--- src/design/piq_pkg.sv ---
`timescale 1ns / 1ps
package piq_pkg;

    localparam int DEFAULT_QUEUE_DEPTH   = 32;
    localparam int DEFAULT_IRQ_LINES     = 16;
    localparam int DEFAULT_PRIORITY_BITS = 8;

    localparam int MASK_BITS = 16;

    localparam logic OP_RAISE    = 1'b0;
    localparam logic OP_DISPATCH = 1'b1;

    localparam logic [2:0] ST_QUEUED     = 3'd0;
    localparam logic [2:0] ST_DROPPED    = 3'd1;
    localparam logic [2:0] ST_HANDLED    = 3'd2;
    localparam logic [2:0] ST_NO_HANDLER = 3'd3;
    localparam logic [2:0] ST_NONE       = 3'd4;

    typedef struct packed {
        logic       opcode;
        logic [3:0] irq_number;
        logic [7:0] priority_req;
    } piq_in_t;

    typedef struct packed {
        logic [2:0] status;
        logic [3:0] served_irq;
        logic [7:0] served_priority;
        logic [5:0] pending_count;
    } piq_out_t;

    typedef struct packed {
        logic insert;
        logic pop;
    } piq_cell_ctrl_t;

endpackage

--- src/design/piq_cell.sv ---
`timescale 1ns / 1ps
module piq_cell #(
    parameter int PRIORITY_BITS = 8
) (
    input  logic                       aclk,
    input  piq_pkg::piq_cell_ctrl_t    ctrl,
    input  logic                       occupied,
    input  logic [3:0]                 new_line,
    input  logic [PRIORITY_BITS-1:0]   new_prio,
    input  logic                       left_after,
    input  logic [3:0]                 left_line,
    input  logic [PRIORITY_BITS-1:0]   left_prio,
    input  logic [3:0]                 right_line,
    input  logic [PRIORITY_BITS-1:0]   right_prio,
    output logic                       after,
    output logic [3:0]                 line,
    output logic [PRIORITY_BITS-1:0]   prio
);
    import piq_pkg::*;

    logic [3:0]               line_reg, line_next;
    logic [PRIORITY_BITS-1:0] prio_reg, prio_next;

    // at or behind the insertion point: empty, or strictly lower priority
    assign after = !occupied || (prio_reg < new_prio);

    always_comb begin
        line_next = line_reg;
        prio_next = prio_reg;
        priority if (ctrl.insert && after) begin
            if (left_after) begin
                line_next = left_line;
                prio_next = left_prio;
            end else begin
                line_next = new_line;
                prio_next = new_prio;
            end
        end else if (ctrl.pop) begin
            line_next = right_line;
            prio_next = right_prio;
        end
    end

    always_ff @(posedge aclk) begin
        line_reg <= line_next;
        prio_reg <= prio_next;
    end

    assign line = line_reg;
    assign prio = prio_reg;

endmodule

--- src/design/priority_interrupt_queue_unit.sv ---
`timescale 1ns / 1ps
// The result of an accepted transaction is registered and appears on the m_ channel in the next cycle.
// Throughput: one transaction per cycle; each raise or dispatch is a single shift of
// the cell chain. A result held by m_ready low stalls s_ready; a new transaction enters
// in the same cycle as the held result is taken.
// Reset (aresetn low, synchronous) clears the entry count, the handler mask and the
// result valid; entry contents are left as they are.
module priority_interrupt_queue_unit #(
    parameter int QUEUE_DEPTH   = piq_pkg::DEFAULT_QUEUE_DEPTH,
    parameter int IRQ_LINES     = piq_pkg::DEFAULT_IRQ_LINES,
    parameter int PRIORITY_BITS = piq_pkg::DEFAULT_PRIORITY_BITS
) (
    input  logic                aclk,
    input  logic                aresetn,
    input  logic                s_valid,
    output logic                s_ready,
    input  piq_pkg::piq_in_t    s_data,
    output logic                m_valid,
    input  logic                m_ready,
    output piq_pkg::piq_out_t   m_data,
    input  logic                cfg_we,
    input  logic [15:0]         cfg_wdata
);
    import piq_pkg::*;

    localparam int CNT_W = $clog2(QUEUE_DEPTH + 1);

    logic [CNT_W-1:0]         count_reg, count_next;
    logic [MASK_BITS-1:0]     mask_reg;
    logic                     m_valid_reg, m_valid_next;
    piq_out_t                 m_data_reg, m_data_next;

    logic                     accept;
    logic                     is_full, is_empty;
    logic                     has_handler;
    piq_cell_ctrl_t           ctrl;
    logic [PRIORITY_BITS-1:0] new_prio;

    logic [QUEUE_DEPTH-1:0]   occupied;
    logic [QUEUE_DEPTH-1:0]   cell_after;
    logic [3:0]               cell_line [QUEUE_DEPTH];
    logic [PRIORITY_BITS-1:0] cell_prio [QUEUE_DEPTH];

    assign s_ready  = !m_valid_reg || m_ready;
    assign accept   = s_valid && s_ready;
    assign is_full  = (count_reg == CNT_W'(QUEUE_DEPTH));
    assign is_empty = (count_reg == '0);
    assign new_prio = PRIORITY_BITS'(s_data.priority_req);

    assign ctrl.insert = accept && (s_data.opcode == OP_RAISE) && !is_full;
    assign ctrl.pop    = accept && (s_data.opcode == OP_DISPATCH) && !is_empty;

    genvar gi;
    generate
        for (gi = 0; gi < QUEUE_DEPTH; gi++) begin : g_cell
            logic                     l_after;
            logic [3:0]               l_line;
            logic [PRIORITY_BITS-1:0] l_prio;
            logic [3:0]               r_line;
            logic [PRIORITY_BITS-1:0] r_prio;

            assign occupied[gi] = (CNT_W'(gi) < count_reg);

            if (gi == 0) begin : g_first
                assign l_after = 1'b0;
                assign l_line  = s_data.irq_number;
                assign l_prio  = new_prio;
            end else begin : g_inner_left
                assign l_after = cell_after[gi-1];
                assign l_line  = cell_line[gi-1];
                assign l_prio  = cell_prio[gi-1];
            end

            if (gi == QUEUE_DEPTH - 1) begin : g_last
                // hold the tail cell on a pop
                assign r_line = cell_line[gi];
                assign r_prio = cell_prio[gi];
            end else begin : g_inner_right
                assign r_line = cell_line[gi+1];
                assign r_prio = cell_prio[gi+1];
            end

            piq_cell #(
                .PRIORITY_BITS(PRIORITY_BITS)
            ) u_cell (
                .aclk       (aclk),
                .ctrl       (ctrl),
                .occupied   (occupied[gi]),
                .new_line   (s_data.irq_number),
                .new_prio   (new_prio),
                .left_after (l_after),
                .left_line  (l_line),
                .left_prio  (l_prio),
                .right_line (r_line),
                .right_prio (r_prio),
                .after      (cell_after[gi]),
                .line       (cell_line[gi]),
                .prio       (cell_prio[gi])
            );
        end
    endgenerate

    assign has_handler = (int'(cell_line[0]) < IRQ_LINES) && mask_reg[cell_line[0]];

    always_comb begin
        count_next = count_reg;
        if (ctrl.insert) begin
            count_next = count_reg + 1'b1;
        end else if (ctrl.pop) begin
            count_next = count_reg - 1'b1;
        end
    end

    always_comb begin
        m_valid_next = m_valid_reg;
        m_data_next  = m_data_reg;
        if (accept) begin
            m_valid_next                = 1'b1;
            m_data_next.served_irq      = '0;
            m_data_next.served_priority = '0;
            m_data_next.pending_count   = 6'(count_next);
            if (s_data.opcode == OP_RAISE) begin
                m_data_next.status = is_full ? ST_DROPPED : ST_QUEUED;
            end else if (is_empty) begin
                m_data_next.status = ST_NONE;
            end else begin
                m_data_next.status          = has_handler ? ST_HANDLED : ST_NO_HANDLER;
                m_data_next.served_irq      = cell_line[0];
                m_data_next.served_priority = 8'(cell_prio[0]);
            end
        end else if (m_ready) begin
            m_valid_next = 1'b0;
        end
    end

    always_ff @(posedge aclk) begin
        if (!aresetn) begin
            count_reg   <= '0;
            mask_reg    <= '0;
            m_valid_reg <= 1'b0;
        end else begin
            count_reg   <= count_next;
            m_valid_reg <= m_valid_next;
            if (cfg_we) begin
                mask_reg <= cfg_wdata;
            end
        end
    end

    always_ff @(posedge aclk) begin
        m_data_reg <= m_data_next;
    end

    assign m_valid = m_valid_reg;
    assign m_data  = m_data_reg;

endmodule

--- config.mk ---
export PLATFORM = sky130hd
export DESIGN_NAME = priority_interrupt_queue_unit
export DESIGN_NICKNAME = d
export VERILOG_FILES = /design/src/design/piq_pkg.sv /design/src/design/piq_cell.sv /design/src/design/priority_interrupt_queue_unit.sv
export SDC_FILE = /design/constraint.sdc
export NUM_CORES = 1
export LEC_CHECK = 0
export BUFFER_PORTS_ARGS = -buffer_cell sky130_fd_sc_hd__buf_2
export CORE_ASPECT_RATIO = 1.2
export CORE_MARGIN = 2
export CORE_UTILIZATION = 58
export DETAILED_ROUTE_END_ITERATION = 10
export PLACE_DENSITY = 0.82
export SLEW_MARGIN = 5
export SYNTH_ARGS = -nofsm -noshare
export SYNTH_HDL_FRONTEND = slang
export SYNTH_SLANG_ARGS = --single-unit
--- constraint.sdc ---
create_clock -name aclk -period 3.5 [get_ports aclk]
set_clock_uncertainty 0.05 [all_clocks]
set_input_delay 0.7 -clock aclk [delete_from_list [all_inputs] [get_ports aclk]]
set_output_delay 0.7 -clock aclk [all_outputs]
set_load 0.05 [all_outputs]
==> flow_results.org <==
** Layout
- At the end of the flow, the number of nets in the layout was 3373.
- Commonest cells after routing, fill and taps aside :: 405 x edfxtp_1, 363 x nor2_1, 290 x a21oi_1
- 0 antenna diodes ended up in the layout.
- Cells with a size suffix above 1 make up 15.27% of the layout.
- Synth-to-Final Area Change :: 10.11%
- Largest register FFs :: 256
- Post-route design area :: 0.03430 mm2
- Commonest non-fill, non-tap cell in the layout :: edfxtp_1

** STA
- For the pin with the worst max-slew slack, the measured transition is 1.336 ns.
- Setup repair after global routing left no endpoint under its margin.
- Achievable Freq :: 0.3034 GHz
- Fraction of the cycle the final worst path needs :: 94.18%
- Setup violations remaining at the end of the flow were counted as 0.
- Final Hold Fails :: 0
- Slew margin rel. :: 10.23%
- The worst path in the final design needs a cycle of 3.296 ns, including I/O delays and setup.
- Final Max Slew Viols :: 0
- Setup slack after layout :: 0.2038 ns

** Setup path
- Arrival time of data at the critical path endpoint :: 3.48 ns
- Largest driver fanout on the critical path :: 14
- Reg2reg path depth :: 7
- STA classifies the critical path startpoint as a register.
- Worst flop-to-flop path endpoint :: g_cell[24].u_cell.line[0]
- The setup path with the least slack is of type reg2reg.
- Critical path capture point type :: register
- Reg2Reg Launch Point :: count_reg[0]
- Setup slack of the most critical reg-to-reg path :: 0.20 ns
- At the worst endpoint, the required time is 3.68 ns.

** Worst hold path
- The startpoint identified for the worst hold timing path is s_valid.
- Worst Hold Path EP :: m_valid
- The path class of the tightest hold or removal check is in2reg.
- Worst hold stages :: 2

** Flow run
- The tool flagged a number of max-cap violations equal to 0.

** Clock network
- Htree depth :: 2
- Counting the buffers created by CTS gives 48.
- No sink is reached through more buffers than the 3 on the longest clock path.
- Clock transition at the registers of the reported paths :: 0.06 ns
- TritonCTS built the clock tree.
- CTS saw 428 sinks.
- Number of hold buffers added after CTS :: 0
- The number of setup buffers added after CTS is 0.
- Number of instances resized during post-cts repair :: 0
- Insertion delay to the later sink of the worst-skew pair :: 0.62 ns
- Buffer cell driving the clock tree root :: clkbuf_16

** Yosys
- In this run the cell area of the synthesized design comes to 0.03115 mm2.
- Top area cells in the synthesized netlist :: edfxtp_1 39%, ha_1 9.2%, a221oi_1 6.8%
- Sequential cells were found to cover 40.51% of the synthesized design area.
- When the netlist entered floorplanning its net count stood at 3358.
- The number of different library cells used by synthesis comes to 86.
- Counting flops with a built-in enable in the synthesized netlist gives 405.
- Post-Syn Instances :: 3096
- The share of synthesized area in the top cell type comes to 39.04%.
- Among all flip-flop cells after synthesis, the most frequent one is edfxtp_1.
- A synthesized cell averages 10.06 um2.
- The synthesized design contains 428 register bits.
- The synthesized design spends more area on one cell type than any other, namely edfxtp_1.
- After synthesis, the share of flip-flops with an asynchronous set or reset is 0%.
- Synth Warn # :: 0

** Route
- Routed via count :: 28350
- Length of the first detailed-routing pass in iterations :: 9
- Final routed wire length divided by cell count :: 26.81 um
- The count of nets left with antenna violations once routing finished came out at 0.
- After detailed routing, the total wire length is 103600 um.
- Post-route DRC :: 0
- Avg Vias per Cell :: 7.342
- Number of design-rule violations left by the first detailed-router iteration :: 3871

** Floorplan
- Row generation in the floorplan step produced 93 rows.
- The die covers 0.05559 mm2.
- The die is 257.9 um tall.
- Effective utilization at floorplan :: 58.33%
- Top-Level Pins :: 57
- The core region is 0.05341 mm2.
- The floorplan step set the die width to 215.6 um.

** GRT
- The initial antenna violation count is 2.
- Maximum number of pins on one net before global-route repair :: 58
- Via count of the first global-routing pass :: 27620
- Summed over all layers, the global routing overflow is 0.
- The first global-routing pass estimated 157800 um of wire.
- Global routing used 36.36% of the available tracks across all layers.

** Power
- Power density over the cells :: 672.2 mW/mm2
- Largest vdd supply drop :: 461.1 uV
- Leakage power figure :: 12.71 nW

** Placement
- Detailed placement finished with a half-perimeter wire length of 73200 um.
- Before CTS, the worst setup slack after placement is -0.2407 ns.
- Once placement finished, the instance area stood at 0.03272 mm2.
- # port buffers :: 56
- The congestion estimate from routability-driven global placement came to 0.9749.

** Status
- The flow ran to the end, and the final reports show no timing, DRC or antenna violations.
## cell families (layout without fill, tap and decap cells)
logic type	count (synthesis)	after routing	share of synthesized area, %
flip-flops	428	428	40.51
buffers and inverters	333	387	4.872
XOR/XNOR	5	5	0.1406
AND/OR/NAND/NOR	765	765	11.71
multiplexers	70	70	2.594
AO/OA/AOI/OAI	1267	1267	31.02
adder cells (fa/ha/maj)	228	228	9.157
## cell type report
class	count	area [um2]
multi-input combinational	2335	17070
inverter	48	187.7
clock inverter	20	187.7
tap	712	890.9
sequential	428	12620
timing repair buffer	250	1962
fill	4148	19110
clock buffer	69	1381
## metal layers
| metal | vias up | global-route usage, % | wire [um] |
|---|---|---|---|
| li1 | 12360 | - | - |
| met4 | 2 | 26.36 | 8759 |
| met1 | 13340 | 43.29 | 35920 |
| met5 | - | 0 | 14 |
| met2 | 2027 | 59.27 | 47820 |
| met3 | 622 | 6.808 | 11050 |
## per-stage QoR
step                power [mW]  setup TNS (ns)  instances  util, %  hold slack, ns
floorplan                14.91          -1.957       3096        -          0.4268
global placement         17.20          -2.445       3773    61.26          0.4458
detailed placement       17.66          -10.94       3773    61.26          0.4587
CTS                      22.79               0       3862    64.20          0.2499
global route             24.08               0       3862    64.23          0.2835
finish                   23.06               0       3862    64.23          0.2624
## synth_stat cells, types with 9 or more instances
cell type	count
a32o_1	24
o21a_1	51
a211o_1	14
buf_4	21
a211oi_1	27
mux2_1	18
clkbuf_1	163
mux2i_1	29
nor3_4	11
and3_1	14
nand4_1	29
o41ai_1	12
a22oi_1	24
a21oi_1	291
a221oi_2	10
a21o_1	10
a22o_1	215
edfxtp_1	405
nand2b_1	47
nor2b_1	20
o21ai_1	33
dfxtp_1	23
nor2_1	363
a221oi_1	243
mux2_2	18
inv_1	48
and2_1	10
nand2_1	192
o2111ai_1	24
o21ba_2	9
nor3_1	28
nor3_2	11
a21oi_2	13
buf_2	90
ha_1	228
o21ai_0	105
o211ai_1	28
a2111oi_2	9
a31oi_1	62
a2111oi_4	13
## power breakdown
part / switching (mW) / internal, mW
combinational: 5.39 / 3.82
sequential: 1.41 / 7.27
clock: 2.21 / 2.96
## how the worst max path moves through the flow
stage                     slack, ns  cells after the start                   endpoint    startpoint
final                          0.20                      7  g_cell[24].u_cell.line[0]  count_reg[0]
after floorplan               -0.05                      8   g_cell[0].u_cell.line[0]     s_data[1]
after global routing           0.18                      9  g_cell[24].u_cell.prio[3]     s_data[1]
after global placement        -0.17                     10  g_cell[13].u_cell.prio[7]     s_data[1]
after CTS                      0.34                      7   g_cell[2].u_cell.line[3]  count_reg[3]
after detailed placement      -0.24                     10  g_cell[13].u_cell.prio[0]     s_data[1]
## worst max-delay path: stages, from the launching register on
cell      delay [ns]
dfxtp_1         0.39
inv_1           0.13
ha_1            0.36
nand2b_1        0.25
a21oi_2         0.77
nor4_4          0.24
nor3_2          0.19
nand2b_1        0.53
Note: power is estimated with default switching activity, not from simulation.
